[config.mk]
export PLATFORM = sky130hd
export DESIGN_NAME = ffc_fifo
export DESIGN_NICKNAME = d
export VERILOG_FILES = /design/src/rtl/ffc_fifo.sv
export SDC_FILE = /design/constraint.sdc
export NUM_CORES = 1
export LEC_CHECK = 0
export BUFFER_PORTS_ARGS = -buffer_cell sky130_fd_sc_hd__buf_2
export CORE_ASPECT_RATIO = 1.25
export CORE_UTILIZATION = 50
export CTS_BUF_LIST = sky130_fd_sc_hd__clkbuf_8
export CTS_CLUSTER_SIZE = 28
export DETAILED_ROUTE_END_ITERATION = 8
export GPL_TIMING_DRIVEN = 1
export HOLD_SLACK_MARGIN = 0.08
export PLACE_DENSITY = 0.68
export SYNTH_ARGS = -nofsm -noshare
export SYNTH_HDL_FRONTEND = slang
export SYNTH_SLANG_ARGS = --single-unit
[constraint.sdc]
create_clock -name clk -period 4.5 [get_ports clk]
set_input_delay 0.675 -clock clk [delete_from_list [all_inputs] [get_ports clk]]
set_output_delay 0.675 -clock clk [all_outputs]
set_load 0.1 [all_outputs]
[src/rtl/ffc_fifo.sv]
// Small output queue; head word read straight from the register array.
module ffc_fifo #(
	parameter int WIDTH = 35,
	parameter int DEPTH = 8
) (
	input  logic             clk,
	input  logic             arst_n,
	input  logic             wr_en,
	input  logic [WIDTH-1:0] wr_data,
	input  logic             rd_en,
	output logic [WIDTH-1:0] rd_data,
	output logic             not_empty
);

	localparam int AW = $clog2(DEPTH);

	logic [WIDTH-1:0] mem_q [DEPTH];
	logic [AW-1:0]    wr_ptr_q;
	logic [AW-1:0]    rd_ptr_q;
	logic [AW:0]      cnt_q;

	always_ff @(posedge clk) begin
		if (wr_en) begin
			mem_q[wr_ptr_q] <= wr_data;
		end
	end

	always_ff @(posedge clk or negedge arst_n) begin
		if (!arst_n) begin
			wr_ptr_q <= '0;
			rd_ptr_q <= '0;
			cnt_q    <= '0;
		end else begin
			if (wr_en) begin
				wr_ptr_q <= wr_ptr_q + AW'(1);
			end
			if (rd_en) begin
				rd_ptr_q <= rd_ptr_q + AW'(1);
			end
			cnt_q <= cnt_q + (AW+1)'(wr_en) - (AW+1)'(rd_en);
		end
	end

	assign rd_data   = mem_q[rd_ptr_q];
	assign not_empty = (cnt_q != '0);

endmodule

# After elaboration in Yosys (flattened, before gate mapping)
# Memories as Yosys holds them, arrays and structs flattened.
# Cells that the tools add are included.
[word_totals]
elab_cells = 11
ff_bits = 10
inputBits = 39
ram_bits = 280
output_inout_bits = 36
memories = 1
[memory_table]
columns = ["memory", "depth", "word_bits", "read_ports", "rd_ports_with_merged_regs", "write_ports", "line_no", "text"]
rows = [
  ["mem_q", 8, 35, 1, 0, 1, "17", "logic [WIDTH-1:0] mem_q [DEPTH];"],
]
[classes]
n_mux = 2
reduce_logical = 1
n_addsub = 4
[op_table]
columns = ["operator", "count"]
rows = [
  ["adder 3 x 1 -> 3 bit, second input constant", 2],
  ["adder 4 x 1 -> 4 bit", 1],
  ["nonzero test 4 bit", 1],
  ["subtractor 4 x 1 -> 4 bit", 1],
  ["2-to-1 mux 1 bit", 2],
]

# Logic depth before layout (Yosys ltp)
[logic_depth]
word_depth = 2
mapped_depth = 7
depth_no_buf = 7

# Worst setup path before layout
# Ideal clock, no wire load.
[synth_path]
path_kind = "input -> register"
from = "in wr_en"
to = "mem mem_q[0][0] (enable)"
slack_ns = 0.853
arrival_time_ns = 3.176
cell_stages = 2
setup_ns = 0.471
required_time_ns = 4.029
cell_sequence = "nand2b_1 nor3_1"
[synth_via]
elab_chain_len = 2
[synth_rtl]
columns = ["element", "line_no", "text"]
rows = [
  ["from (decl)", "8", "input logic wr_en,"],
  ["2-to-1 mux 1 bit", "23", "if (wr_en) begin"],
  ["2-to-1 mux 1 bit (not written as such)", "24", "mem_q[wr_ptr_q] <= wr_data;"],
  ["to (decl)", "17", ""],
]
# Every way passes these cells.

# Worst setup path after layout
[layout_path]
from = "reg rd_ptr_q[0]"
to = "out rd_data[28]"
[layout_via]
elab_chain_len = 1
[layout_rtl]
columns = ["element", "line_no", "text"]
rows = [
  ["from (decl)", "19", "logic [AW-1:0] rd_ptr_q;"],
  ["from (signal assigned)", "38", "rd_ptr_q <= rd_ptr_q + AW'(1);"],
  ["memory read (8 x 35 bit)", "--", ""],
  ["to (decl)", "11", "output logic [WIDTH-1:0] rd_data,"],
]
# Every way passes these cells.

==> impl_metrics.yaml <==
critical_path:
  rr_worst_depth: 3
  cp_slowest_cell: "dfrtp_4"
  r2r_setup_slack_ns: 2.41
  r2r-start: "wr_ptr_q[0]$_DFFE_PN0P_"
  path_max_fanout: 37
  crit_path_cell_trace: "buf_12, mux4_1, mux2_2, buf_2"
  end_kind: "output pin"
  r2r-end: "mem_q[6][24]$_DFFE_PP_"
  arrival_ns: 2.96
  critical_path.startpoint_type: "flop"
  critical_path_required_ns: 3.83
  worst-setup-path-type: "reg -> out"
  max_stage_delay_ns: 0.83
  startpoint: "rd_ptr_q[0]$_DFFE_PN0P_"
timing:
  drv_slew: 0
  min_period_over_period_pct: 80.8
  tightest_slew_ns: 1.10
  fin_skew_ns: 0.0178
  fin_crit_ns: 3.64
  hold_viol: 0
  finalSetupTns_ns: 0
  max_freq_mhz: 275
  slew_headroom_pct: 27.0
  rsz0062_at_grt: "no"
  finalSetupViolations: 0
floorplan:
  die_h_um: 170
  core-area_um2: 22200
  row_count: 61
  die_area_um2: 23300
  pin_count: 75
  die_x_um: 137
  initial_core_util_pct: 51.0
clocking:
  cts.clk_slew.worst_paths_ns: 0.06
  cts_made_buffers: 42
  clock_sinks: 290
  root_buffer: "clkbuf_8"
  clock_latency_ns: 0.54
  htreeDepth: 2
  cts_tree: "yes"
  clock_path_buffers: 3
  post_cts_buffers: 0
detailed_routing:
  ant_nets: 0
  drt_iter0_markers: 273
  wirelength_um: 20400
  vias_per_cell: 5.63
  wire_per_inst_um: 23.2
  first_pass_iters: 4
  vias: 4972
  drc: 0
final_layout:
  final_common_cell: "edfxtp_1"
  layout_common_cells: "edfxtp_1, buf_2, mux4_1"
  final_core_util_pct: 57.9
  fin_nets: 615
  final_area_um2: 12900
  area_growth_pct: 13.6
  fill_cells: 1573
  diodes: 0
  drive_gt1_share_pct: 30.5
worst_hold_path:
  worst_hold_path.endpoint: "mem_q[7][30]$_DFFE_PP_"
  hold_start: "wr_data[30]"
  hp-class: "in -> reg"
  min_path_cells: 1
place:
  place_congestion: 0.655
  placed_area_um2: 12100
  numPortBuffers: 74
  dp_hpwl_um: 11300
yosys:
  synth_top_area_cell: "edfxtp_1"
  syn_inst: 457
  synthesis.area_um2: 11300
  yosys_warnings: 0
  seq_area_frac_synth_pct: 76.4
  yosys.cell_types.count: 20
  synthTopCellsByArea: "edfxtp_1, mux4_1, mux2_2, dfrtp_1, buf_6"
  ys_ff_latch: 290
  synth_top_cell_area_share_pct: 74.2
  syn_avg_cell_area_um2: 24.8
  synth.net_count: 504
run_status:
  outcome: "completed"
flow_run:
  drv_cap: 0
grt:
  grt_pass1_vias: 5382
  antenna_found_initial: 2
  grt-ovfl-total: 0
  grt_usage_pct: 18.6
  grt_pass1_wl_um: 31100
  grt_max_degree: 41
metrics by stage:
step | worst slack, ns | std cells | hold slack [ns]
after floorplan | 0.853 | 457 | 0.379
after global placement | 1.43 | 806 | 0.536
after detailed placement | 1.39 | 806 | 0.551
after CTS | 0.821 | 883 | 0.367
after global routing | 0.785 | 883 | 0.382
final | 0.864 | 883 | 0.403
flip-flops by register name, indices dropped and copies added, names as in the netlist:
signal,count
mem_q,280
cnt_q,4
wr_ptr_q,3
rd_ptr_q,3
cells by family after synthesis:
family | synth area share, %
AND/OR/NAND/NOR | 0.630
XOR/XNOR | 0.464
flip-flops | 76.4
adder cells (fa/ha/maj) | 0.950
buffers and inverters | 1.48
multiplexers | 19.9
AO/OA/AOI/OAI | 0.110
layer usage:
| metal | wire length, µm | GRT usage (%) |
|---|---|---|
| met4 | 409 | 6.09 |
| met2 | 10900 | 32.8 |
| met5 | 8 | 0 |
| met1 | 8170 | 23.0 |
| met3 | 991 | 3.57 |
layout make-up:
type | instances | area, µm² | share of cell area [%]
Multi-Input combinational cell | 139 | 2550 | 19.9
Inverter | 8 | 30.0 | 0.233
Tap cell | 283 | 354 | 2.75
Clock buffer | 44 | 606 | 4.71
Timing Repair Buffer | 87 | 495 | 3.85
Clock inverter | 32 | 159 | 1.24
Sequential cell | 290 | 8660 | 67.4
cell usage after synthesis:
cell,count
edfxtp_1,280
mux4_1,70
mux2_2,37
dfrtp_1,10
clkbuf_1,9
buf_6,8
inv_1,8
ha_1,7
nor2_1,6
nand2_1,4
nand2b_1,3
xnor2_1,3
xor2_1,3
buf_2,2
nor3_1,2
a21o_1,1
a21oi_1,1
buf_1,1
fa_1,1
nand3_1,1
how the worst max path moves through the flow:
| stage | to | slack (ns) | depth (start not counted) |
|---|---|---|---|
| detailed placement | rd_data[28] | 1.39 | 4 |
| global route | rd_data[28] | 0.79 | 4 |
| CTS | rd_data[28] | 0.82 | 4 |
| floorplan | mem_q[0][0]$_DFFE_PP_ | 0.85 | 2 |
| global placement | rd_data[13] | 1.43 | 4 |
| finish | rd_data[28] | 0.86 | 4 |
critical path: cells and delay by family, from the launching register on:
kind / cells / cell delay (ns)
flops: 1 / 0.83
buf+inv: 2 / 0.62
mux: 2 / 0.93
what timing repair did:
item                      in CTS  in global routing
gates resized for setup        0                  0
hold buffers                   1                  0
hold endpoints to repair      10                  0
Power is left out: the tool's default activity adds up to more than one toggle a clock period on the data nets, which glitch-free logic cannot reach.
