`src/rtl/ffc_pkg.sv`:
```
package ffc_pkg;

	// defaults for the top-level parameters
	localparam int DEF_MAX_TAPS       = 7;
	localparam int DEF_SAMPLE_BITS    = 16;
	localparam int DEF_COEF_FRAC_BITS = 12;

	// fixed field widths
	localparam int COEF_W     = 16;
	localparam int TAP_W      = 3;
	localparam int ACC_BITS   = 34;
	localparam int OUT_TDATA_W = 40;
	localparam int CFG_IDX_W  = 3;

	// register map
	localparam logic [CFG_IDX_W-1:0] REG_TAP_COUNT = 3'd0;
	localparam logic [CFG_IDX_W-1:0] REG_COEF_0    = 3'd1;

	localparam logic [TAP_W-1:0] TAP_COUNT_RESET = 3'd3;

	// shift control handed to every cell of the chain
	typedef struct packed {
		logic push;  // one word enters the chain
		logic clear; // last word of a sequence: empty the delay line behind it
	} shift_ctl_t;

endpackage

```
`src/rtl/ffc_sum.sv`:
```
// Registered binary adder tree over the tap products.
module ffc_sum #(
	parameter int N     = ffc_pkg::DEF_MAX_TAPS,
	parameter int IN_W  = 32,
	parameter int OUT_W = 36
) (
	input  logic                    clk,
	input  logic                    arst_n,
	input  logic                    in_vld,
	input  logic                    in_fin,
	input  logic signed [IN_W-1:0]  prod [N],
	output logic                    out_vld,
	output logic                    out_fin,
	output logic signed [OUT_W-1:0] sum
);

	localparam int LEVELS = $clog2(N);
	localparam int P      = 1 << LEVELS;

	logic signed [OUT_W-1:0] leaf   [P];
	logic signed [OUT_W-1:0] tree_s [LEVELS][P];
	logic                    vld_s  [LEVELS];
	logic                    fin_s  [LEVELS];

	genvar l, i;

	generate
		for (i = 0; i < P; i++) begin : g_leaf
			if (i < N) begin : g_used
				assign leaf[i] = {{(OUT_W-IN_W){prod[i][IN_W-1]}}, prod[i]};
			end else begin : g_pad
				assign leaf[i] = '0;
			end
		end

		for (l = 0; l < LEVELS; l++) begin : g_lvl
			for (i = 0; i < (P >> (l + 1)); i++) begin : g_node
				if (l == 0) begin : g_first
					always_ff @(posedge clk) begin
						tree_s[0][i] <= leaf[2*i] + leaf[2*i+1];
					end
				end else begin : g_next
					always_ff @(posedge clk) begin
						tree_s[l][i] <= tree_s[l-1][2*i] + tree_s[l-1][2*i+1];
					end
				end
			end
		end
	endgenerate

	always_ff @(posedge clk or negedge arst_n) begin
		if (!arst_n) begin
			for (int k = 0; k < LEVELS; k++) begin
				vld_s[k] <= 1'b0;
				fin_s[k] <= 1'b0;
			end
		end else begin
			vld_s[0] <= in_vld;
			fin_s[0] <= in_fin;
			for (int k = 1; k < LEVELS; k++) begin
				vld_s[k] <= vld_s[k-1];
				fin_s[k] <= fin_s[k-1];
			end
		end
	end

	assign out_vld = vld_s[LEVELS-1];
	assign out_fin = fin_s[LEVELS-1];
	assign sum     = tree_s[LEVELS-1][0];

endmodule

```
`config.mk`:
```
export PLATFORM = sky130hd
export DESIGN_NAME = ffc_sum
export DESIGN_NICKNAME = d
export VERILOG_FILES = /design/src/rtl/ffc_pkg.sv /design/src/rtl/ffc_sum.sv
export SDC_FILE = /design/constraint.sdc
export NUM_CORES = 1
export LEC_CHECK = 0
export BUFFER_PORTS_ARGS = -buffer_cell sky130_fd_sc_hd__buf_2
export CORE_AREA = 2 2 142 200
export CTS_CLUSTER_DIAMETER = 120
export DETAILED_ROUTE_END_ITERATION = 16
export DIE_AREA = 0 0 144 202
export PLACE_DENSITY_LB_ADDON = 0.2
export SYNTH_ARGS = -nofsm -noshare
export SYNTH_HDL_FRONTEND = slang
export SYNTH_SLANG_ARGS = --single-unit
```
`constraint.sdc`:
```
create_clock -name clk -period 3 [get_ports clk]
set_input_delay 0.6 -clock clk [delete_from_list [all_inputs] [get_ports clk]]
set_output_delay 0.6 -clock clk [all_outputs]
set_load 0.01 [all_outputs]
```
# Yosys cells after proc, flatten, opt, wreduce, memory -nomap -nowiden
# Memory sizes are Yosys's and may differ from the RTL's.
# Index checks and enable logic that the tools add are counted.
# op_classes
add_sub_neg,6
# op_table
operator,n
36-bit adder,3
32-bit by 32-bit adder with 33-bit output,3
# totals
inputBits,228
output_inout_bits,38
memories,1
elab_cells,13
ramBits,432
ff_bits,6
# memory_table
memory,words,word_bits,rd,rd_clocked_by_memory_dff,write_ports,line_no,source
tree_s,3,144,3,0,3,ffc_sum.sv:21,logic signed [OUT_W-1:0] tree_s [LEVELS][P];

# Logic depth before layout (Yosys ltp)
# Gate-level depths: netlist (run 1).
# An unclocked memory read counts as a cell.
# logic_depth
depth_word,2
ltp_mapped,10
mapped_depth_nobuf,10

# Worst setup path before layout (run 1)
# Ideal clock, no wire load.
# synth_path
kind,input to register
from,input port prod[32] in the netlist's numbering
to,memory tree_s[0][66] in the netlist's numbering
setup_slack_ns,0.244
arrival_time_ns,2.684
n_path_buf,0
required_ns,2.928
path_stages,10
path_cell_list,ha_1 > fa_1 > a21oi_1 > o21ai_1 > o221ai_1 > o211a_1 > o21ai_1 > a31o_2 > a41oi_1 > xnor2_1
# synth_lines
element,line_no,source
start: declaration,ffc_sum.sv:11,"input logic signed [IN_W-1:0] prod [N],"
end: declaration,ffc_sum.sv:21,

==> metrics.cfg, run 1 <==
[status]
status = finished clean

[timing]
fmax_mhz = 342.5
relSlewSlack_pct = 51.40
fin_crit_ps = 2920
finalMaxSlewViolations = 0
skew_ps = 30.65
worst_pin_slew_ps = 727.1
whs_ps = 157.4
setup_violations = 0
post-route-period-util_pct = 97.32
hold_viol = 0

[worst_hold_path]
min_path_type = input port to register
min_from = prod[11]
whs_path_depth = 1
holdPathEnd = tree_s[0][11]

[grt]
grt_max_degree = 16
grt_pass1_wl_um = 65870
grt_pass1_vias = 14160
grt-ovfl-total = 0
track_usage_pct = 28.06
antenna_found_initial = 11

[placement]
gp_congestion = 0.9964
port_buffers = 265
dpl_cell_area_um2 = 17680
place_hpwl_um = 33910

[floorplan]
initial_core_util_pct = 57.29
ios = 266
core-area_um2 = 27300
placementRows = 72
die_x_um = 144
fp.dieArea_um2 = 29090
die_h_um = 202

[cells_and_area]
utilization_pct = 68.65
postLayoutCellArea_um2 = 18740
area.growth.synth_to_final_pct = 19.84
drive_gt1_share_pct = 21.71
nets = 2499

[flow_run]
maxCapViolCount = 0

[clock_tree]
cts_root_buffer = clkbuf_16
cts_tree = built
clk_path_buf_depth = 3
cts.htree.levels = 1
cts_made_buffers = 25
cts_sinks = 245
path_clk_slew_ps = 60
clock_latency_ps = 540

[synthesis]
yosysWarnings = 0
synth_top_area_cell = dfxtp_1
async_flop_share_pct = 2.449
ys.flop_type = dfxtp_1
synth_seq_cells = 245
synth_nets = 2196
yosysUniqueCellTypes = 84
synth_top_area_share_pct = 30.60
synth-edff-count = 0
syn-cell-area_um2 = 15640
ys_seq_area_share_pct = 31.56
post_synth.cell_area_avg_um2 = 8.860
syn_inst = 1765
synthTopCellsByArea = dfxtp_1 (31%), ha_1 (16%), a21oi_1 (6.3%), xnor2_1 (5.3%), a21o_1 (4.3%)

[worst_setup_path]
start_kind = register
path_delay_family = compound AO/OA/AOI/OAI gates
crit_type = register to register
r2r-start = tree_s[0][36]
crit_fanout = 2
arrival_ps = 3330
path_cells = ha_1 > fa_1 > a21oi_2 > o211ai_2 > a22oi_1 > a2111oi_1 > nor4b_2 > o21ai_1 > a221o_1 > xor2_1
rr_endpoint = tree_s[0][248]
r2r_cells = 10
endpoint_kind = register
critical-path-max-stage-delay_ps = 420
r2r_setup_slack_ps = 80
required_ps = 3410
cp_num_buf_inv = 0
cp_slowest_cell = fa_1

[detailed_routing]
drt-total-wl_um = 41320
vias = 14090
drtPass1Iterations = 5
final_antenna_net_count = 0
drt_iter0_markers = 457
drcViolationCount = 0
routed_via_density = 5.715
wl_per_cell_um = 16.76

[pwr]
powerDensity_nw_per_um2 = 932.1
p_leak_nw = 8.818
vdd_drop_max_v = 0.0004045

==> cell usage in the layout, fill, tap and decap left out, types with 25 or more instances in the layout <==
cell type  synthesis  routed
a21o_1            89      89
a21oi_1          196     193
buf_2              2     265
buf_4             36     100
clkbuf_16          0      26
dfxtp_1          239     239
ha_1             197     197
inv_1             42      42
nand2_1          117     117
nand3_1           43      43
nand4_1           34      34
nor2_1            94      94
nor2b_1           25      25
nor3_1            26      26
o21ai_0           74      74
o21ai_1           31      30
xnor2_1           94      94
xor2_1            76      76
==> worst reg2reg max path, stage by stage, from the launching register on <==
cell       delay [ps]
dfxtp_1           320
ha_1              220
fa_1              420
a21oi_2           210
o211ai_2          130
a22oi_1           270
a2111oi_1         200
nor4b_2           360
o21ai_1           170
a221o_1           360
xor2_1            140
==> cell usage after synthesis (10+ instances only) <==
master    instances
a211oi_1         22
a21o_1           89
a21oi_1         196
a31oi_1          15
and3_1           13
buf_4            36
clkbuf_1         50
dfxtp_1         239
ha_1            197
inv_1            42
nand2_1         117
nand2b_1         13
nand3_1          43
nand4_1          34
nor2_1           94
nor2b_1          25
nor3_1           26
o211ai_1         15
o21a_1           19
o21ai_0          74
o21ai_1          31
o21bai_1         24
o31ai_1          10
xnor2_1          94
xor2_1           76
==> per-stage QoR <==
step / power, mW / cells / setup WS [ps] / TNS, ps
floorplan: 11.60 / 1765 / 244.1 / 0
global placement: 13.54 / 2407 / -115.2 / -496.3
detailed placement: 13.71 / 2407 / -185.1 / -1272
CTS: 17.30 / 2454 / 0.9313 / 0
global route: 18.81 / 2462 / -1.486 / -1.486
finish: 17.47 / 2465 / 80.35 / 0
==> cell families (layout without fill, tap and decap cells) <==
kind of cell	Yosys count	count (layout)	share of synthesized area (%)
other	0	8	0
xor gates and xnor gates	170	170	9.522
DFF	245	245	31.56
buffers and inverters	132	454	4.049
adders and majority gates	203	203	16.53
and+or+nand+nor	425	425	13.43
AOI/OAI and AO/OA	587	587	24.70
muxes	3	3	0.2080
==> metal layers <==
layer	wire length [µm]	vias up	global-route usage, %
met5	44	-	0
met4	1733	6	11.73
met3	1797	104	3.222
met2	21540	403	53.38
met1	16200	6522	30.83
li1	-	7052	-
==> state kept, by name, summed over array words and instances (netlist names) <==
name,count
fin_s,2
out_vld,1
out_fin,1
vld_s,2
tree_s,239
==> report_power, final <==
group	internal, mW	leakage [nW]	switching, mW
clock	2.21	0.469	1.31
combinational	4.04	6.26	5.04
sequential	4.44	2.09	0.437
==> timing repair <==
item / in CTS / in global routing
hold endpoints to repair: 6 / 0
setup buffers: 0 / 3
endpoints found under the setup margin: 1 / 12
pin swaps: 1 / 8
resized for setup: 1 / 10
hold buffers: 1 / 0
gates cloned: 0 / 0
==> worst max-delay path by stage <==
stage,start,to,cells past startpoint
after global placement,prod[96],tree_s[0][100],11
final,tree_s[0][36],tree_s[0][248],10
after CTS,tree_s[0][72],tree_s[0][282],11
after floorplan,prod[32],tree_s[0][66],10
after global routing,tree_s[0][72],tree_s[0][274],12
after detailed placement,prod[96],tree_s[0][100],11
==> final cells by class <==
type                            count  area [µm²]
Inverter                           42       157.7
Fill cell                        2245        8557
Tap cell                          370       462.9
Clock buffer                       31       709.4
Antenna cell                        8       20.02
Clock inverter                     15       242.7
Sequential cell                   245        4935
Timing Repair Buffer              366        2087
Multi-Input combinational cell   1388       10120
Note: power is estimated with default switching activity, not from simulation.
==> inputs of run 2 (changes only) <==
--- a/config.mk
+++ b/config.mk
@@ -5,11 +5,11 @@
 export SDC_FILE = /design/constraint.sdc
 export NUM_CORES = 1
 export LEC_CHECK = 0
-export BUFFER_PORTS_ARGS = -buffer_cell sky130_fd_sc_hd__buf_2
-export CORE_AREA = 2 2 142 200
+export CORE_AREA = 2 2 135 189
 export CTS_CLUSTER_DIAMETER = 120
 export DETAILED_ROUTE_END_ITERATION = 16
-export DIE_AREA = 0 0 144 202
+export DIE_AREA = 0 0 137 191
+export DONT_BUFFER_PORTS = 1
 export PLACE_DENSITY_LB_ADDON = 0.2
 export SYNTH_ARGS = -nofsm -noshare
 export SYNTH_HDL_FRONTEND = slang
==> run 2 against run 1 <==
Core utilization increased by 0.18 points. Clock-buffer cell count increased by 1. Die area decreased by 10%. Global-route usage decreased by 0.12 points. Routed wire length decreased by 8.2%. Register-to-register slack improved by 70 ps. Fmax increased by 2.5%. Via count decreased by 8.5%. Non-clock buffer count decreased by 314. Sequential share of layout area increased by 2.9 points. Sequential power increased by 4%. Design area decreased by 10%. Critical endpoint is now tree_s[0][430].
==> metrics.cfg, run 2 (synthesized netlist as in run 1, its figures left out) <==
[status]
status = finished clean

[grt]
grt_pass1_vias = 12580
grt_pass1_wl_um = 58830
grt_max_degree = 16
grt-ovfl-total = 0
track_usage_pct = 27.94
antenna_found_initial = 0

[pwr]
power.total_mw = 16.57
powerDensity_nw_per_um2 = 982.3
p_leak_nw = 7.502
p_comb_share_pct = 50.0
cell_internal_pwr_mw = 10.04
p_sw_share_pct = 39.40
p_sw_mw = 6.528
vdd_drop_max_v = 0.0008968
power.share.sequential_pct = 30.6
clockPowerShare_pct = 19.4

[clock_tree]
path_clk_slew_ps = 60
cts_tree = built
clock_latency_ps = 520
cts.htree.levels = 1
cts_sinks = 245
clk_path_buf_depth = 3
cts_root_buffer = clkbuf_16
cts_made_buffers = 24

[floorplan]
core-area_um2 = 24500
die_x_um = 137
placementRows = 68
die_h_um = 191
ios = 266
fp.dieArea_um2 = 26170
initial_core_util_pct = 63.82

[worst_setup_path]
path_delay_family = compound AO/OA/AOI/OAI gates
cp-startpoint = tree_s[0][252]
path_cells = ha_1 > fa_1 > a211oi_1 > nor2_1 > o211ai_1 > a21oi_1 > a221oi_2 > buf_4 > o31a_1 > o31ai_1 > xor2_1
endpoint_kind = register
required_ps = 3450
cp_num_buf_inv = 1
cp_slowest_cell = a21oi_1
r2r_setup_slack_ps = 150
r2r_cells = 11
r2r-start = tree_s[0][252]
start_kind = register
arrival_ps = 3300
rr_endpoint = tree_s[0][430]
cp-endpoint = tree_s[0][430]
cp.depth = 11
crit_fanout = 4
crit_type = register to register
critical-path-max-stage-delay_ps = 410

[timing]
relSlewSlack_pct = 47.24
skew_ps = 10.59
setup_violations = 0
fmax_mhz = 351.1
fin_ws_ps = 152.1
worst_pin_slew_ps = 771.4
hold_viol = 0
finalMaxSlewViolations = 0
post-route-period-util_pct = 94.93
fin_crit_ps = 2848

[detailed_routing]
drt_iter0_markers = 794
drt-total-wl_um = 37930
drcViolationCount = 0
routed_via_density = 6.179
vias = 12890
final_antenna_net_count = 0
drtPass1Iterations = 5
wl_per_cell_um = 18.18

[cells_and_area]
final_cell_mix = dfxtp_1 (239), ha_1 (197), a21oi_1 (194)
reg_top3 = tree_s x239, fin_s x2, vld_s x2
mostFrequentLayoutCell = dfxtp_1
drive_gt1_share_pct = 7.679
top_register = tree_s
multi_input_area_um2 = 10110
regArea_um2 = 4935
largest_reg_flops = 239
area.growth.synth_to_final_pct = 7.857
postLayoutCellArea_um2 = 16870
fillers = 2039
nets = 2184
antennaDiodeCount = 0

[flow_run]
maxCapViolCount = 0

[worst_hold_path]
min_from = prod[1]
min_path_type = input port to register

[placement]
dpl_cell_area_um2 = 15930
gp_congestion = 0.9533
pre_cts_ws_ps = -53.93
place_hpwl_um = 31040
port_buffers = 0

[run 2: changes by cell type in the layout (fill, tap and decap cells not counted), moves of 2 or more]
cell,previous run,this run
buf_4,100,51
diode_2,8,0
a221oi_2,0,2
inv_6,3,0
bufinv_16,6,4
buf_2,265,0
[run 2: repair_timing]
action                                  in CTS  in global routing
setup buffers                                0                  1
endpoints found under the setup margin       0                 13
gates resized for setup                      0                 10
hold endpoints to repair                     6                  0
hold buffers                                 1                  0
[run 2: final cells by class]
type	count	area share [%]
repair buffers	52	2.329
clock buffers	32	4.162
well taps	315	2.337
flip-flops and latches	245	29.26
clock inverters	12	1.009
inverters	42	0.9347
multi-input cells	1388	59.97
[run 2: worst min-delay path by stage]
stage / endpoint / slack [ps] / cells past startpoint
3_3_place_gp: out_fin / 300 / 0
4_1_cts: tree_s[0][26] / 90 / 0
2_1_floorplan: fin_s[1] / 300 / 0
6_report: tree_s[0][1] / 100 / 0
5_1_grt: tree_s[0][12] / 80 / 0
3_5_place_dp: out_fin / 300 / 0
[run 2: per-stage QoR]
stage | hold slack [ps] | utilization (%) | cells | setup TNS (ps)
finish | 101.4 | 68.83 | 2086 | 0
global route | 79.30 | 68.83 | 2086 | -2.100
global placement | 304.5 | 65.02 | 2040 | -8.096
floorplan | 304.4 | - | 1765 | 0
detailed placement | 304.5 | 65.02 | 2040 | -189.1
CTS | 90.05 | 68.62 | 2085 | 0
[run 2: per-layer routing]
| layer | wire [µm] | part of all wire [%] | up-vias | GRT usage [%] |
|---|---|---|---|---|
| met5 | 0 | 0 | - | 0 |
| met4 | 1506 | 4.0 | 0 | 10.71 |
| li1 | - | - | 6410 | - |
| met2 | 19360 | 51 | 431 | 52.87 |
| met1 | 15090 | 40 | 5943 | 30.77 |
| met3 | 1975 | 5.2 | 105 | 4.137 |
[run 2: power groups by stage]
stage                     registers [mW]  clock network (mW)  logic [mW]
final                               5.07                3.21        8.28
after global routing                5.19                3.40        9.18
after CTS                           5.07                3.26        8.10
after detailed placement            5.13                   0        8.04
after global placement              5.11                   0        7.86
after floorplan                     4.74                   0        6.86
==> inputs of run 3 (changes only) <==
--- a/config.mk
+++ b/config.mk
@@ -11,6 +11,7 @@
 export DIE_AREA = 0 0 137 191
 export DONT_BUFFER_PORTS = 1
 export PLACE_DENSITY_LB_ADDON = 0.2
+export RECOVER_POWER = 25
 export SYNTH_ARGS = -nofsm -noshare
 export SYNTH_HDL_FRONTEND = slang
 export SYNTH_SLANG_ARGS = --single-unit
==> run 3 against run 2 <==
Sequential power barely moved. Clock-buffer cell count did not move. Register-to-register slack barely moved. Sequential share of layout area barely moved. Fmax barely moved. Core utilization fell by 0.051 points. Non-clock buffer count did not move. Clock skew barely moved. Global-route usage did not move. Die area did not move. Hold slack improved by 0.53 ps. Power barely moved. Critical path type unchanged.
==> metrics.cfg, run 3 (synthesized netlist as in run 1, its figures left out) <==
[flow_run]
maxCapViolCount = 0

[pwr]
vdd_drop_max_v = 0.0008963
powerDensity_nw_per_um2 = 982.3
p_leak_nw = 7.495
power.total_mw = 16.56

[floorplan]
fp.dieArea_um2 = 26170
die_x_um = 137
ios = 266
die_h_um = 191
placementRows = 68
initial_core_util_pct = 63.82
core-area_um2 = 24500

[placement]
place_inst = 2040
dpl_cell_area_um2 = 15930
place_hpwl_um = 31040
gp_congestion = 0.9533
port_buffers = 0

[detailed_routing]
wl_per_cell_um = 18.15
routed_via_density = 6.157
drt-total-wl_um = 37870
drcViolationCount = 0
final_antenna_net_count = 0
vias = 12840
drt_iter0_markers = 731
drtPass1Iterations = 6

[clock_tree]
cts_root_buffer = clkbuf_16
cts.htree.levels = 1
path_clk_slew_ps = 60
cts_made_buffers = 24
clk_path_buf_depth = 3
clock_latency_ps = 520
cts_tree = built
cts_sinks = 245

[cells_and_area]
drive_gt1_share_pct = 7.510
nets = 2184
reg_top3 = tree_s x239, fin_s x2, vld_s x2
final_cells = 2086
area.growth.synth_to_final_pct = 7.777
mostFrequentLayoutCell = dfxtp_1
postLayoutCellArea_um2 = 16850
antennaDiodeCount = 0
largest_reg_flops = 239
top_register = tree_s
fillers = 2044
final_cell_mix = dfxtp_1 (239), ha_1 (197), a21oi_1 (194)

[grt]
grt_max_degree = 16
grt-ovfl-total = 0
track_usage_pct = 27.94
grt_pass1_wl_um = 58830
grt_pass1_vias = 12580
antenna_found_initial = 0

[worst_setup_path]
start_kind = register
required_ps = 3410
endpoint_kind = register
crit_type = register to register
crit_fanout = 3
arrival_ps = 3250

[timing]
relSlewSlack_pct = 46.71
worst_pin_slew_ps = 779.2
skew_ps = 10.37
fin_crit_ps = 2848
fmax_mhz = 351.2
finalMaxSlewViolations = 0
setup_violations = 0
post-route-period-util_pct = 94.93
hold_viol = 0

[status]
status = finished clean

[worst_hold_path]
min_path_type = input port to register

## run 3: cell types whose count changed in the layout (fill, tap and decap cells not counted)
cell / change
buf_4: -2
clkbuf_1: +1
clkbuf_4: +1
o21ai_0: +1
o21ai_2: -1
o31ai_1: +1
o31ai_2: -1
## run 3: cell type report
class                      instances  area [µm²]  area share, %
clock buffer                      32       701.9          4.165
clock inverter                    12       170.2          1.010
inverter                          42       157.7         0.9354
multi-input combinational       1388       10110          59.96
sequential                       245        4935          29.28
tap                              315       394.1          2.339
timing repair buffer              52       389.1          2.309
## run 3: power by group
group	total [mW]	internal [mW]	switching [mW]
Combinational	8.27	3.60	4.67
Clock	3.21	1.99	1.22
Sequential	5.08	4.45	0.629
## run 3: worst max-delay path, cell delays in order, from the launching register on
cell and delay (ps):
dfxtp_1 300, ha_1 240, fa_1 430, a21oi_2 190
o211ai_2 120, a22oi_1 280, a2111oi_1 190, nor4b_2 340
o21ai_1 160, a221o_1 350, xor2_1 140
## run 3: final timing paths
check / startpoint / end / slack, ps / depth (start not counted)
max: tree_s[0][0] / tree_s[0][248] / 150 / 10
min: prod[1] / tree_s[0][1] / 100 / 0
max reg2reg: tree_s[0][0] / tree_s[0][248] / 150 / 10
min reg2reg: fin_s[2] / fin_s[1] / 350 / 0
max in group asynchronous: arst_n / fin_s[2] / 2390 / 1
min in group asynchronous: arst_n / out_vld / 390 / 1
## run 3: routing by layer
metal	vias up	global-route usage, %	routed length [µm]
met5	-	0	0
met4	0	10.71	1514
met3	97	4.137	1979
met2	406	52.87	19310
met1	5927	30.77	15060
li1	6414	-	-
## run 3: repair_timing
action / in CTS / in global routing
hold buffers: 1 / 0
endpoints found under the hold margin: 6 / 0
setup endpoints to repair: 0 / 13
gates resized for setup: 0 / 10
setup buffers: 0 / 1
## run 3: through the flow
stage          hold slack (ps)  TNS (ps)  setup WS, ps  utilization, %
2_1_floorplan            304.4         0         244.1               -
3_3_place_gp             304.5    -8.096        -8.096           65.02
3_5_place_dp             304.5    -189.1        -53.93           65.02
4_1_cts                  90.05         0         20.00           68.62
5_1_grt                  79.30    -2.100        -2.100           68.78
6_report                 102.0         0         152.2           68.78
