[src/rtl/ffc_pkg.sv]
package ffc_pkg;

	// defaults for the top-level parameters
	localparam int DEF_MAX_TAPS       = 7;
	localparam int DEF_SAMPLE_BITS    = 16;
	localparam int DEF_COEF_FRAC_BITS = 12;

	// fixed field widths
	localparam int COEF_W     = 16;
	localparam int TAP_W      = 3;
	localparam int ACC_BITS   = 34;
	localparam int OUT_TDATA_W = 40;
	localparam int CFG_IDX_W  = 3;

	// register map
	localparam logic [CFG_IDX_W-1:0] REG_TAP_COUNT = 3'd0;
	localparam logic [CFG_IDX_W-1:0] REG_COEF_0    = 3'd1;

	localparam logic [TAP_W-1:0] TAP_COUNT_RESET = 3'd3;

	// shift control handed to every cell of the chain
	typedef struct packed {
		logic push;  // one word enters the chain
		logic clear; // last word of a sequence: empty the delay line behind it
	} shift_ctl_t;

endpackage

[src/rtl/ffc_cell.sv]
// One tap: multiplies the sample at its position and holds it for the next cell.
module ffc_cell #(
	parameter int SAMPLE_BITS = ffc_pkg::DEF_SAMPLE_BITS
) (
	input  logic                                          clk,
	input  logic                                          arst_n,
	input  ffc_pkg::shift_ctl_t                           ctl,
	input  logic signed [SAMPLE_BITS-1:0]                 tap_in,
	input  logic signed [ffc_pkg::COEF_W-1:0]             coef,
	output logic signed [SAMPLE_BITS+ffc_pkg::COEF_W-1:0] prod_s1,
	output logic signed [SAMPLE_BITS-1:0]                 tap_out
);

	logic signed [SAMPLE_BITS-1:0] d_q;

	always_ff @(posedge clk or negedge arst_n) begin
		if (!arst_n) begin
			d_q <= '0;
		end else if (ctl.push) begin
			d_q <= ctl.clear ? '0 : tap_in;
		end
	end

	always_ff @(posedge clk) begin
		if (ctl.push) begin
			prod_s1 <= tap_in * coef;
		end
	end

	assign tap_out = d_q;

endmodule

[config.mk]
export PLATFORM = sky130hd
export DESIGN_NAME = ffc_cell
export DESIGN_NICKNAME = d
export VERILOG_FILES = /design/src/rtl/ffc_pkg.sv /design/src/rtl/ffc_cell.sv
export SDC_FILE = /design/constraint.sdc
export NUM_CORES = 1
export LEC_CHECK = 0
export BUFFER_PORTS_ARGS = -buffer_cell sky130_fd_sc_hd__clkbuf_2
export CELL_PAD_IN_SITES_DETAIL_PLACEMENT = 0
export CELL_PAD_IN_SITES_GLOBAL_PLACEMENT = 2
export CORE_ASPECT_RATIO = 0.8
export CORE_MARGIN = 10
export CORE_UTILIZATION = 31
export DETAILED_ROUTE_END_ITERATION = 8
export PLACE_DENSITY = 0.77
export SYNTH_ARGS = -nofsm -noshare
export SYNTH_HDL_FRONTEND = slang
export SYNTH_SLANG_ARGS = --single-unit
[constraint.sdc]
create_clock -name clk -period 0.8 [get_ports clk]
set_input_delay 0.16 -clock clk [delete_from_list [all_inputs] [get_ports clk]]
set_output_delay 0.16 -clock clk [all_outputs]
set_load 0.01 [all_outputs]
* After elaboration in Yosys (flattened, before gate mapping)
Index checks and enable logic that the tools add are counted.
Word-level totals: register bits 48, logic and storage cells 4
Cells by class: multipliers 1, muxes and demuxes 1
Operators by type and width (count):
- 16-bit by 16-bit multiplier with 32-bit output | 1
- 16-bit 2-to-1 mux | 1

* Depth between registers and ports, before layout
Gate-level depths: netlist of the first run.
depth after elaboration 1, gate-level depth with buffers 24, depth with buffers taken out 22

* Least setup slack after synthesis of the first run
No wires, ideal clock.
path type input port to flip-flop, from input coef[7] (netlist name), to register prod_s1[31] (netlist name) (data pin), buffers on the path 2, required time 0.540 ns, stages 24, setup slack -5.108 ns, data arrival time 5.648 ns, cell sequence clkbuf_1 > nand2_1 > fa_1 > inv_1 > fa_1 > inv_1 > fa_1 > inv_1 > fa_1 > fa_1 > inv_1 > fa_1 > inv_1 > ha_1 > clkbuf_1 > nand3_1 > o21ai_0 > a211oi_2 > o21ai_2 > a221oi_2 > o21ai_2 > a211o_1 > a21oi_2 > xnor2_1
Between the ends: longest elaborated chain between the ends 1
Ends and longest elaborated chain:
- from (decl) | RTL line ffc_cell.sv:9 | input logic signed [ffc_pkg::COEF_W-1:0] coef,
- 16-bit by 16-bit multiplier with 32-bit output | RTL line ffc_cell.sv:26 | prod_s1 <= tap_in * coef;
- to (signal assigned) | RTL line ffc_cell.sv:26
- to (decl) | RTL line ffc_cell.sv:10 | output logic signed [SAMPLE_BITS+ffc_pkg::COEF_W-1:0] prod_s1,
No other way between the ends. A chain may end at the register's enable or synchronous reset.

* Final worst setup path of the first run
from input coef[4] (netlist name), to register prod_s1[31] (netlist name) (data pin)
Same word-level chain as after synthesis.

==> results of run 1 <==
metrics by stage:
step	setup WS (ns)	setup TNS [ns]
floorplan	-4.82	-107.65
global placement	-5.22	-130.86
detailed placement	-5.23	-130.95
CTS	-4.71	-123.33
global route	-4.88	-127.25
finish	-4.63	-120.71
flip-flops by register name, summed over array words and instances (netlist names):
signal / flops
prod_s1: 32
tap_out: 16
layout by cell type (no fill, tap or decap), types with 5 or more instances in the layout:
cell type	n
nand2_1	110
buf_4	167
buf_6	49
o21ai_0	15
xnor2_1	23
ha_4	31
dfrtp_1	16
a21oi_2	10
clkbuf_16	13
nand2_2	10
o21ai_1	5
nor2_2	8
inv_1	281
fa_1	243
edfxtp_1	32
fa_2	19
and2_1	98
clkbuf_2	47
a21o_1	10
and2_4	25
xor2_1	8
a21oi_1	6
nor2_1	18
clkbuf_8	8
ha_1	47
inv_2	19
nand2b_1	5
nand3b_1	17
o21ai_2	7
buf_8	7
final timing paths:
| path | endpoint | slack, ns | start | depth (start not counted) |
|---|---|---|---|---|
| min in group asynchronous | tap_out[11]$_DFFE_PN0P_ | 0.29 | arst_n | 2 |
| max | prod_s1[31]$_DFFE_PP_ | -4.63 | coef[4] | 23 |
| max in group asynchronous | tap_out[3]$_DFFE_PN0P_ | 0.22 | arst_n | 2 |
| min reg2reg | tap_out[6]$_DFFE_PN0P_ | 0.53 | tap_out[6]$_DFFE_PN0P_ | 2 |
| max reg2reg | tap_out[9]$_DFFE_PN0P_ | -0.03 | tap_out[9]$_DFFE_PN0P_ | 4 |
| min | tap_out[4]$_DFFE_PN0P_ | 0.28 | tap_in[4] | 4 |
tightest hold or removal path: stages:
cell	delay, ns
clkbuf_16	0.13
buf_4	0.14
nand3b_1	0.07
o21ai_0	0.06
layout make-up:
| type | count | area share, % |
|---|---|---|
| clock inverter | 2 | 0.0976 |
| tap | 480 | 3.91 |
| inverter | 301 | 7.37 |
| sequential | 48 | 8.85 |
| multi-input combinational | 779 | 62.4 |
| clock buffer | 6 | 0.976 |
| timing repair buffer | 295 | 16.4 |
what timing repair did:
action / in CTS / in global routing
gates resized for setup: 115 / 115
setup endpoints to repair: 79 / 81
hold endpoints to repair: 16 / 0
setup buffers: 18 / 23
hold buffers: 1 / 0
pin swaps: 66 / 65
routing by layer:
layer	track usage, %	share of wire, %	routed length (um)
met4	2.60	1.1	357
met1	21.3	48	15100
met3	2.50	4.2	1300
met5	0	0	0
met2	24.3	47	14600
kinds of logic (layout without fill, tap and decap cells):
logic type	Yosys count	in the layout	share of synthesized area [%]
AOI/OAI and AO/OA	85	85	4.89
xor gates and xnor gates	36	36	2.77
adders and majority gates	344	344	55.1
buffers and inverters	339	604	11.2
DFF	48	48	12.0
and+or+nand+nor	314	314	14.1
==> impl_summary.log, run 1 <==
INFO  metric result_of_the_run = finished, violations left
INFO  metric violations = negative setup slack
INFO  metric fillCellCount = 3,532
INFO  metric critical_path.max_stage_delay = 0.52 ns
INFO  metric max-cap-violations = 0
INFO  metric max_freq = 184 MHz
INFO  metric placement.io_buffers = 83
INFO  metric critical-path-top-delay-family = adder cells
INFO  metric sequential_cell_area = 0.00136 mm^2
INFO  metric cts_root_buf = clkbuf_16
INFO  metric cp_max_fo = 6
INFO  metric antenna_found_initial = 0
INFO  metric post_synth_main_area_contributors = fa_1 46%, inv_1 9.9%, ha_1 9.0%
INFO  metric timing.final.ws_setup = -4.63 ns
INFO  metric ys_dominant_reg_cell = edfxtp_1
INFO  metric crit_chain = clkbuf_16 -> buf_6 -> buf_6 -> and2_4 -> fa_1 -> fa_1 -> ha_2 -> inv_2 -> fa_1 -> fa_1 -> fa_1 -> inv_2 -> ha_4 -> or3_4 -> o21bai_4 -> a211oi_4 -> o21ai_4 -> a221oi_2 -> buf_4 -> o21ai_4 -> a211o_1 -> a21oi_2 -> xnor2_1
INFO  metric total_number_of_vias = 8,389
INFO  metric yosysTopAreaCell = fa_1
INFO  metric grt-ovfl-total = 0
INFO  metric relative_slew_slack = 66.3%
INFO  metric stdcell_count = 1,911
INFO  metric fp.dieW = 234 um
INFO  metric finalCoreUtilization = 42.6%
INFO  metric place_hpwl = 26,800 um
INFO  metric diodes = 0
INFO  metric floorplan.initialDensity = 31.5%
INFO  metric postSynthCellCount = 1,166
INFO  metric ys_top_cells_by_count = 301 x inv_1, 262 x fa_1, 124 x nand2_1
INFO  metric fraction_of_final_layout_cells_sized_beyond_drive_strength_1 = 32.8%
INFO  metric syn_to_final_growth = 35.2%
INFO  metric largest_clock_skew_in_the_final_design = 0 ns
INFO  metric ctsLongestPathBuffers = 2
INFO  metric hold_viol_final = 0
INFO  metric synth-edff-count = 32
INFO  metric cts_num_sinks = 48
INFO  metric critical_path_buffers_and_inverters = 6
INFO  metric max_slew.worst_pin.slew = 0.503 ns
INFO  metric synthesis.area_per_instance = 9.76 um^2
INFO  metric cpMaxStageDelayCell = fa_1
INFO  metric ys_seq_elements = 48
INFO  metric setup_crit_start_kind = primary input
INFO  metric grt_pass1_wl = 52,800 um
INFO  metric netlist.area_leader.share = 46.1%
INFO  metric cts_tree = done
INFO  metric htree_levels = 2
INFO  metric drc = 0
INFO  metric timing.final.crit_share = 678%
INFO  metric layout.nets = 1,810
INFO  metric wire_per_inst = 16.4 um
INFO  metric holdCritPathClass = primary input to flip-flop
INFO  metric critPathArrivalTime = 5.51 ns
INFO  metric die_ar = 0.0448 mm^2
INFO  metric rsz_0062_raised_after_global_routing = yes
INFO  metric final-setup-viol-count = 80
INFO  metric drt-pass1-iter-count = 5
INFO  metric routed_wl = 31,300 um
INFO  metric post-place-cells = 1,866
INFO  metric crit_top_cell = fa_1
INFO  metric cts-buffers-inserted = 5
INFO  metric vias_in_the_first_global_route = 9,503
INFO  metric post_dp_cell_area = 0.0141 mm^2
INFO  metric placement_row_count = 62
INFO  metric yosys_warnings = 0
INFO  metric num_io_pins = 84
INFO  metric report.final.slew_viol_count = 0
INFO  metric clk_pin_slew_worst_paths = 0.08 ns
INFO  metric core_region_area = 0.0361 mm^2
INFO  metric sequential_fraction_of_the_synthesis_area = 12.0%
INFO  metric fin_worst_hold_slack = 0.277 ns
INFO  metric iteration_0_drc_markers = 359
INFO  metric fin_crit = 5.43 ns
INFO  metric synth_async_sr_flop_share = 33.3%
INFO  metric critical_setup_path_kind = primary input to flip-flop
INFO  metric grt_usage = 15.2%
INFO  metric detail-route-antenna-nets = 0
INFO  metric synth.distinct_cells = 39
INFO  metric largest_net_degree_at_the_start_of_global_routing = 55
INFO  metric mappedNetlistNets = 1,546
INFO  metric routed_via_density = 4.39
INFO  metric gpl.final_weighted_congestion = 0.865
INFO  metric chip_height = 191 um
INFO  metric postLayoutCellArea = 0.0154 mm^2
INFO  metric worstPathRequired = 0.89 ns
INFO  metric multi_input_comb_area = 0.00959 mm^2
INFO  metric cp-end-kind = flip-flop
INFO  metric worstSkewPairLatency = 0.33 ns
INFO  metric synth.most_common_cell = inv_1
INFO  metric synthesis.area = 0.0114 mm^2
Power of run 1 is not shown: default switching activity piles up to over one toggle a cycle in this logic, so the estimate is an artifact.
==> inputs of run 2 (changes only) <==
PLACE_DENSITY = 0.79   (was 0.77)
clock period = 4.5 ns   (was 0.8 ns; I/O delays follow)
==> impl_summary.log, run 2 (synthesis gave the netlist of run 1 again) <==
INFO  metric result_of_the_run = finished, violations left
INFO  metric violations = negative setup slack
INFO  metric rsz_0062_raised_after_global_routing = yes
INFO  metric crit_top_cell = fa_1
INFO  metric timing.setup.tns = -30.74 ns
INFO  metric antenna_found_initial = 2
INFO  metric num_io_pins = 84
INFO  metric detail-route-antenna-nets = 0
INFO  metric drt-pass1-iter-count = 5
INFO  metric routed_via_density = 4.45
INFO  metric stdcell_count = 1,900
INFO  metric cts_tree = done
INFO  metric total_number_of_vias = 8,457
INFO  metric cp-end-kind = flip-flop
INFO  metric holdCritPathClass = primary input to asynchronous set/reset pin
INFO  metric layout.nets = 1,799
INFO  metric report.final.slew_viol_count = 0
INFO  metric relative_slew_slack = 35.5%
INFO  metric max-cap-violations = 0
INFO  metric fraction_of_final_layout_cells_sized_beyond_drive_strength_1 = 30.2%
INFO  metric place_hpwl = 27,400 um
INFO  metric chip_height = 191 um
INFO  metric hold_viol_final = 0
INFO  metric max_slew.worst_pin.slew = 0.967 ns
INFO  metric cts_num_sinks = 48
INFO  metric cts_root_buf = clkbuf_16
INFO  metric largest_register = prod_s1
INFO  metric layout.cells.most_common_list = 283 x inv_1, 242 x fa_1, 162 x buf_4
INFO  metric syn_to_final_growth = 31.9%
INFO  metric cts-buffers-inserted = 5
INFO  metric final-setup-viol-count = 23
INFO  metric drc = 0
INFO  metric clk_pin_slew_worst_paths = 0.08 ns
INFO  metric htree_levels = 2
INFO  metric placement.io_buffers = 83
INFO  metric postLayoutCellArea = 0.0150 mm^2
INFO  metric iteration_0_drc_markers = 352
INFO  metric ctsLongestPathBuffers = 2
INFO  metric count_of_hold_fix_buffers_inserted_at_cts = 0
INFO  metric routed_wl = 31,800 um
INFO  metric timing.final.crit_share = 141%
INFO  metric worstPathRequired = 4.58 ns
INFO  metric setup_crit_start_kind = primary input
INFO  metric layout.cells.most_common = inv_1
INFO  metric fin_worst_hold_slack = 0.491 ns
INFO  metric post_dp_cell_area = 0.0139 mm^2
INFO  metric grt-ovfl-total = 0
INFO  metric placement_row_count = 62
INFO  metric cp_max_fo = 5
INFO  metric gpl.final_weighted_congestion = 0.893
INFO  metric crit_chain = clkbuf_16 -> buf_6 -> and2_4 -> fa_1 -> inv_1 -> fa_2 -> fa_1 -> fa_1 -> inv_1 -> fa_1 -> fa_1 -> ha_4 -> o211ai_1 -> buf_4 -> nor3_4 -> a211oi_4 -> o21ai_4 -> a221oi_4 -> o21ai_4 -> a211o_1 -> a21oi_2 -> xnor2_1
INFO  metric timing.final.ws_setup = -1.86 ns
INFO  metric largest_net_degree_at_the_start_of_global_routing = 45
INFO  metric cpMaxStageDelayCell = fa_1
INFO  metric critical_path_buffers_and_inverters = 5
INFO  metric vias_in_the_first_global_route = 9,587
INFO  metric largest_clock_skew_in_the_final_design = 0 ns
INFO  metric floorplan.initialDensity = 31.5%
INFO  metric die_ar = 0.0448 mm^2
INFO  metric critPathArrivalTime = 6.44 ns
INFO  metric diodes = 0
INFO  metric largest_reg_flops = 32
INFO  metric fin_crit = 6.36 ns
INFO  metric critical_path.max_stage_delay = 0.60 ns
INFO  metric grt_pass1_wl = 52,300 um
INFO  metric worstSkewPairLatency = 0.32 ns
INFO  metric reg2reg_slack = 3.81 ns
INFO  metric core_region_area = 0.0361 mm^2
INFO  metric critical-path-top-delay-family = adder cells
INFO  metric fp.dieW = 234 um
INFO  metric critical_setup_path_kind = primary input to flip-flop
INFO  metric fillCellCount = 3,550
INFO  metric grt_usage = 15.0%
INFO  metric max_freq = 157 MHz
INFO  metric wire_per_inst = 16.7 um
INFO  metric post-place-cells = 1,873
run 2: cell count changes in the layout (fill, tap and decap cells not counted), sizes merged:
cell,before,now
clkinvlp,1,0
clkbuf,71,80
dlygate4sd3,1,0
buf,229,211
run 2: timing repair:
| item | in CTS | in global routing |
|---|---|---|
| endpoints found under the setup margin | 26 | 26 |
| resized for setup | 130 | 69 |
| pin swaps | 64 | 72 |
| hold endpoints to repair | 0 | 0 |
| buffers inserted | 15 | 12 |
run 2: area by class of cell:
type | count | area (um^2) | share of cell area (%)
clock buffers | 7 | 175 | 1.17
clock inverters | 1 | 8.76 | 0.0584
inverters | 301 | 1130 | 7.53
multi-input cells | 779 | 9420 | 62.8
flip-flops and latches | 48 | 1360 | 9.07
well taps | 480 | 601 | 4.00
repair buffers | 284 | 2310 | 15.4
run 2: worst paths after layout:
| path | startpoint | to | cells after the start |
|---|---|---|---|
| min in group clk | tap_out[3]$_DFFE_PN0P_ | tap_out[3]$_DFFE_PN0P_ | 2 |
| max in group asynchronous | arst_n | tap_out[2]$_DFFE_PN0P_ | 1 |
| min reg2reg | tap_out[3]$_DFFE_PN0P_ | tap_out[3]$_DFFE_PN0P_ | 2 |
| max reg2reg | tap_out[9]$_DFFE_PN0P_ | tap_out[9]$_DFFE_PN0P_ | 2 |
| min | arst_n | tap_out[3]$_DFFE_PN0P_ | 1 |
| max | coef[5] | prod_s1[31]$_DFFE_PP_ | 22 |
run 2: routing by layer:
layer	global-route usage [%]	vias to the layer above	share of wire [%]
met4	2.23	4	0.66
met5	0	-	0.094
met2	22.2	144	43
met1	21.6	4361	50
met3	4.22	11	6.6
li1	-	3937	-
run 2: metrics by stage:
stage / util [%] / worst slack (ns)
after floorplan: - / -1.86
after detailed placement: 38.6 / -2.31
after global placement: 38.6 / -2.21
after global routing: 41.6 / -1.99
final: 41.6 / -1.86
after CTS: 40.9 / -1.83
Power of run 2 is left out for the same reason.
==> inputs of run 3 (changes only) <==
RECOVER_POWER = 100   (was not set)
==> impl_summary.log, run 3 (synthesis gave the netlist of run 1 again) <==
INFO  metric largest_reg_flops = 32
INFO  metric grt_pass1_wl = 52,300 um
INFO  metric fillCellCount = 3,574
INFO  metric cts-buffers-inserted = 5
INFO  metric pre_cts_ws = -2.31 ns
INFO  metric cts_tree = done
INFO  metric crit_top_cell = fa_1
INFO  metric holdCritPathClass = flip-flop to flip-flop
INFO  metric fin_crit = 6.36 ns
INFO  metric htree_levels = 2
INFO  metric sequential_cell_area = 0.00136 mm^2
INFO  metric fraction_of_final_layout_cells_sized_beyond_drive_strength_1 = 26.3%
INFO  metric worstPathRequired = 4.58 ns
INFO  metric largest_net_degree_at_the_start_of_global_routing = 45
INFO  metric multi_input_comb_area = 0.00942 mm^2
INFO  metric violations = max-capacitance violations, max-slew violations, negative setup slack
INFO  metric result_of_the_run = finished, violations left
INFO  metric total_number_of_vias = 8,461
INFO  metric max_slew.worst_pin.slew = 2.06 ns
INFO  metric post_dp_cell_area = 0.0139 mm^2
INFO  metric clk_pin_slew_worst_paths = 0.08 ns
INFO  metric routed_wl = 31,800 um
INFO  metric routed_via_density = 4.45
INFO  metric cpMaxStageDelayCell = fa_1
INFO  metric iteration_0_drc_markers = 355
INFO  metric vias_in_the_first_global_route = 9,587
INFO  metric detail-route-antenna-nets = 0
INFO  metric antenna_found_initial = 2
INFO  metric grt-ovfl-total = 0
INFO  metric syn_to_final_growth = 31.2%
INFO  metric diodes = 0
INFO  metric cts_root_buf = clkbuf_16
INFO  metric largest_clock_skew_in_the_final_design = 0 ns
INFO  metric final-setup-viol-count = 25
INFO  metric grt_usage = 15.0%
INFO  metric chip_height = 191 um
INFO  metric ctsLongestPathBuffers = 2
INFO  metric cp-end-kind = flip-flop
INFO  metric setup_crit_start_kind = primary input
INFO  metric postLayoutCellArea = 0.0149 mm^2
INFO  metric report.final.slew_viol_count = 45
INFO  metric cp_max_fo = 5
INFO  metric drt-pass1-iter-count = 5
INFO  metric hold_viol_final = 0
INFO  metric floorplan.initialDensity = 31.5%
INFO  metric count_of_hold_fix_buffers_inserted_at_cts = 0
INFO  metric layout.cells.most_common = inv_1
INFO  metric place_hpwl = 27,400 um
INFO  metric num_io_pins = 84
INFO  metric timing.final.ws_setup = -1.86 ns
INFO  metric crit_chain = clkbuf_16 -> buf_6 -> and2_4 -> fa_1 -> inv_1 -> fa_2 -> fa_1 -> fa_1 -> inv_1 -> fa_1 -> fa_1 -> ha_4 -> o211ai_1 -> buf_4 -> nor3_4 -> a211oi_4 -> o21ai_4 -> a221oi_4 -> o21ai_4 -> a211o_1 -> a21oi_2 -> xnor2_1
INFO  metric relative_slew_slack = -37.3%
INFO  metric largest_register = prod_s1
INFO  metric fp.dieW = 234 um
INFO  metric layout.cells.most_common_list = 283 x inv_1, 242 x fa_1, 159 x buf_4
INFO  metric layout.nets = 1,799
INFO  metric critical_setup_path_kind = primary input to flip-flop
INFO  metric drc = 0
INFO  metric die_ar = 0.0448 mm^2
INFO  metric core_region_area = 0.0361 mm^2
INFO  metric gpl.final_weighted_congestion = 0.893
INFO  metric max-cap-violations = 1
INFO  metric max_freq = 157 MHz
INFO  metric cts_num_sinks = 48
INFO  metric critPathArrivalTime = 6.44 ns
INFO  metric reg2reg_slack = 3.76 ns
INFO  metric critical_path.max_stage_delay = 0.60 ns
INFO  metric timing.final.crit_share = 141%
INFO  metric wire_per_inst = 16.7 um
INFO  metric placement_row_count = 62
INFO  metric rsz_0062_raised_after_global_routing = yes
INFO  metric worstSkewPairLatency = 0.32 ns
INFO  metric placement.io_buffers = 83
[run 3: cell types whose count changed in the layout (fill, tap and decap cells not counted)]
| cell | delta |
|---|---|
| clkbuf_1 | +54 |
| nor2_2 | -1 |
| and2_1 | -1 |
| and2_0 | +1 |
| clkbuf_2 | -51 |
| nor2_1 | +1 |
| buf_4 | -3 |
[run 3: path summary, 6_finish.rpt]
path | startpoint | end | depth (start not counted)
max | coef[5] | prod_s1[31]$_DFFE_PP_ | 22
max in group asynchronous | arst_n | tap_out[2]$_DFFE_PN0P_ | 1
min | tap_out[3]$_DFFE_PN0P_ | tap_out[3]$_DFFE_PN0P_ | 2
max reg2reg | tap_out[9]$_DFFE_PN0P_ | tap_out[9]$_DFFE_PN0P_ | 2
min in group asynchronous | arst_n | tap_out[0]$_DFFE_PN0P_ | 1
min reg2reg | tap_out[3]$_DFFE_PN0P_ | tap_out[3]$_DFFE_PN0P_ | 2
[run 3: cell type report]
cell class | instances | share of cell area (%)
Clock buffer | 7 | 1.17
Clock inverter | 1 | 0.0587
Inverter | 301 | 7.57
Multi-Input combinational cell | 779 | 63.1
Sequential cell | 48 | 9.12
Tap cell | 480 | 4.02
Timing Repair Buffer | 284 | 15.0
[run 3: timing repair]
action,4_1_cts,5_1_grt
pin swaps,64,72
resized for setup,130,69
setup endpoints to repair,26,26
setup buffers,15,12
hold endpoints to repair,0,0
[run 3: layer usage]
| metal | vias up | part of all wire [%] | wire length (um) | global-route usage [%] |
|---|---|---|---|---|
| met3 | 11 | 6.6 | 2080 | 4.22 |
| met2 | 139 | 43 | 13700 | 22.2 |
| met4 | 4 | 0.66 | 211 | 2.23 |
| li1 | 3936 | - | - | - |
| met1 | 4371 | 50 | 15800 | 21.6 |
| met5 | - | 0.094 | 30 | 0 |
[run 3: stage by stage]
stage / util [%] / std cells / setup TNS, ns / hold slack, ns
after floorplan: - / 1166 / -25.92 / 0.549
after global placement: 38.6 / 1873 / -40.65 / 0.511
after detailed placement: 38.6 / 1873 / -41.99 / 0.518
after CTS: 40.9 / 1894 / -31.16 / 0.495
after global routing: 41.4 / 1900 / -34.45 / 0.557
final: 41.4 / 1900 / -30.83 / 0.528
[run 3: worst max-delay path: cells and delay by family]
kind | cells | cell delay, ns
AOI/OAI and AO/OA | 7 | 1.54
xor gates and xnor gates | 1 | 0.07
buffers and inverters | 5 | 0.50
adders and majority gates | 7 | 3.24
and+or+nand+nor | 2 | 0.17
Power of run 3 is left out for the same reason.
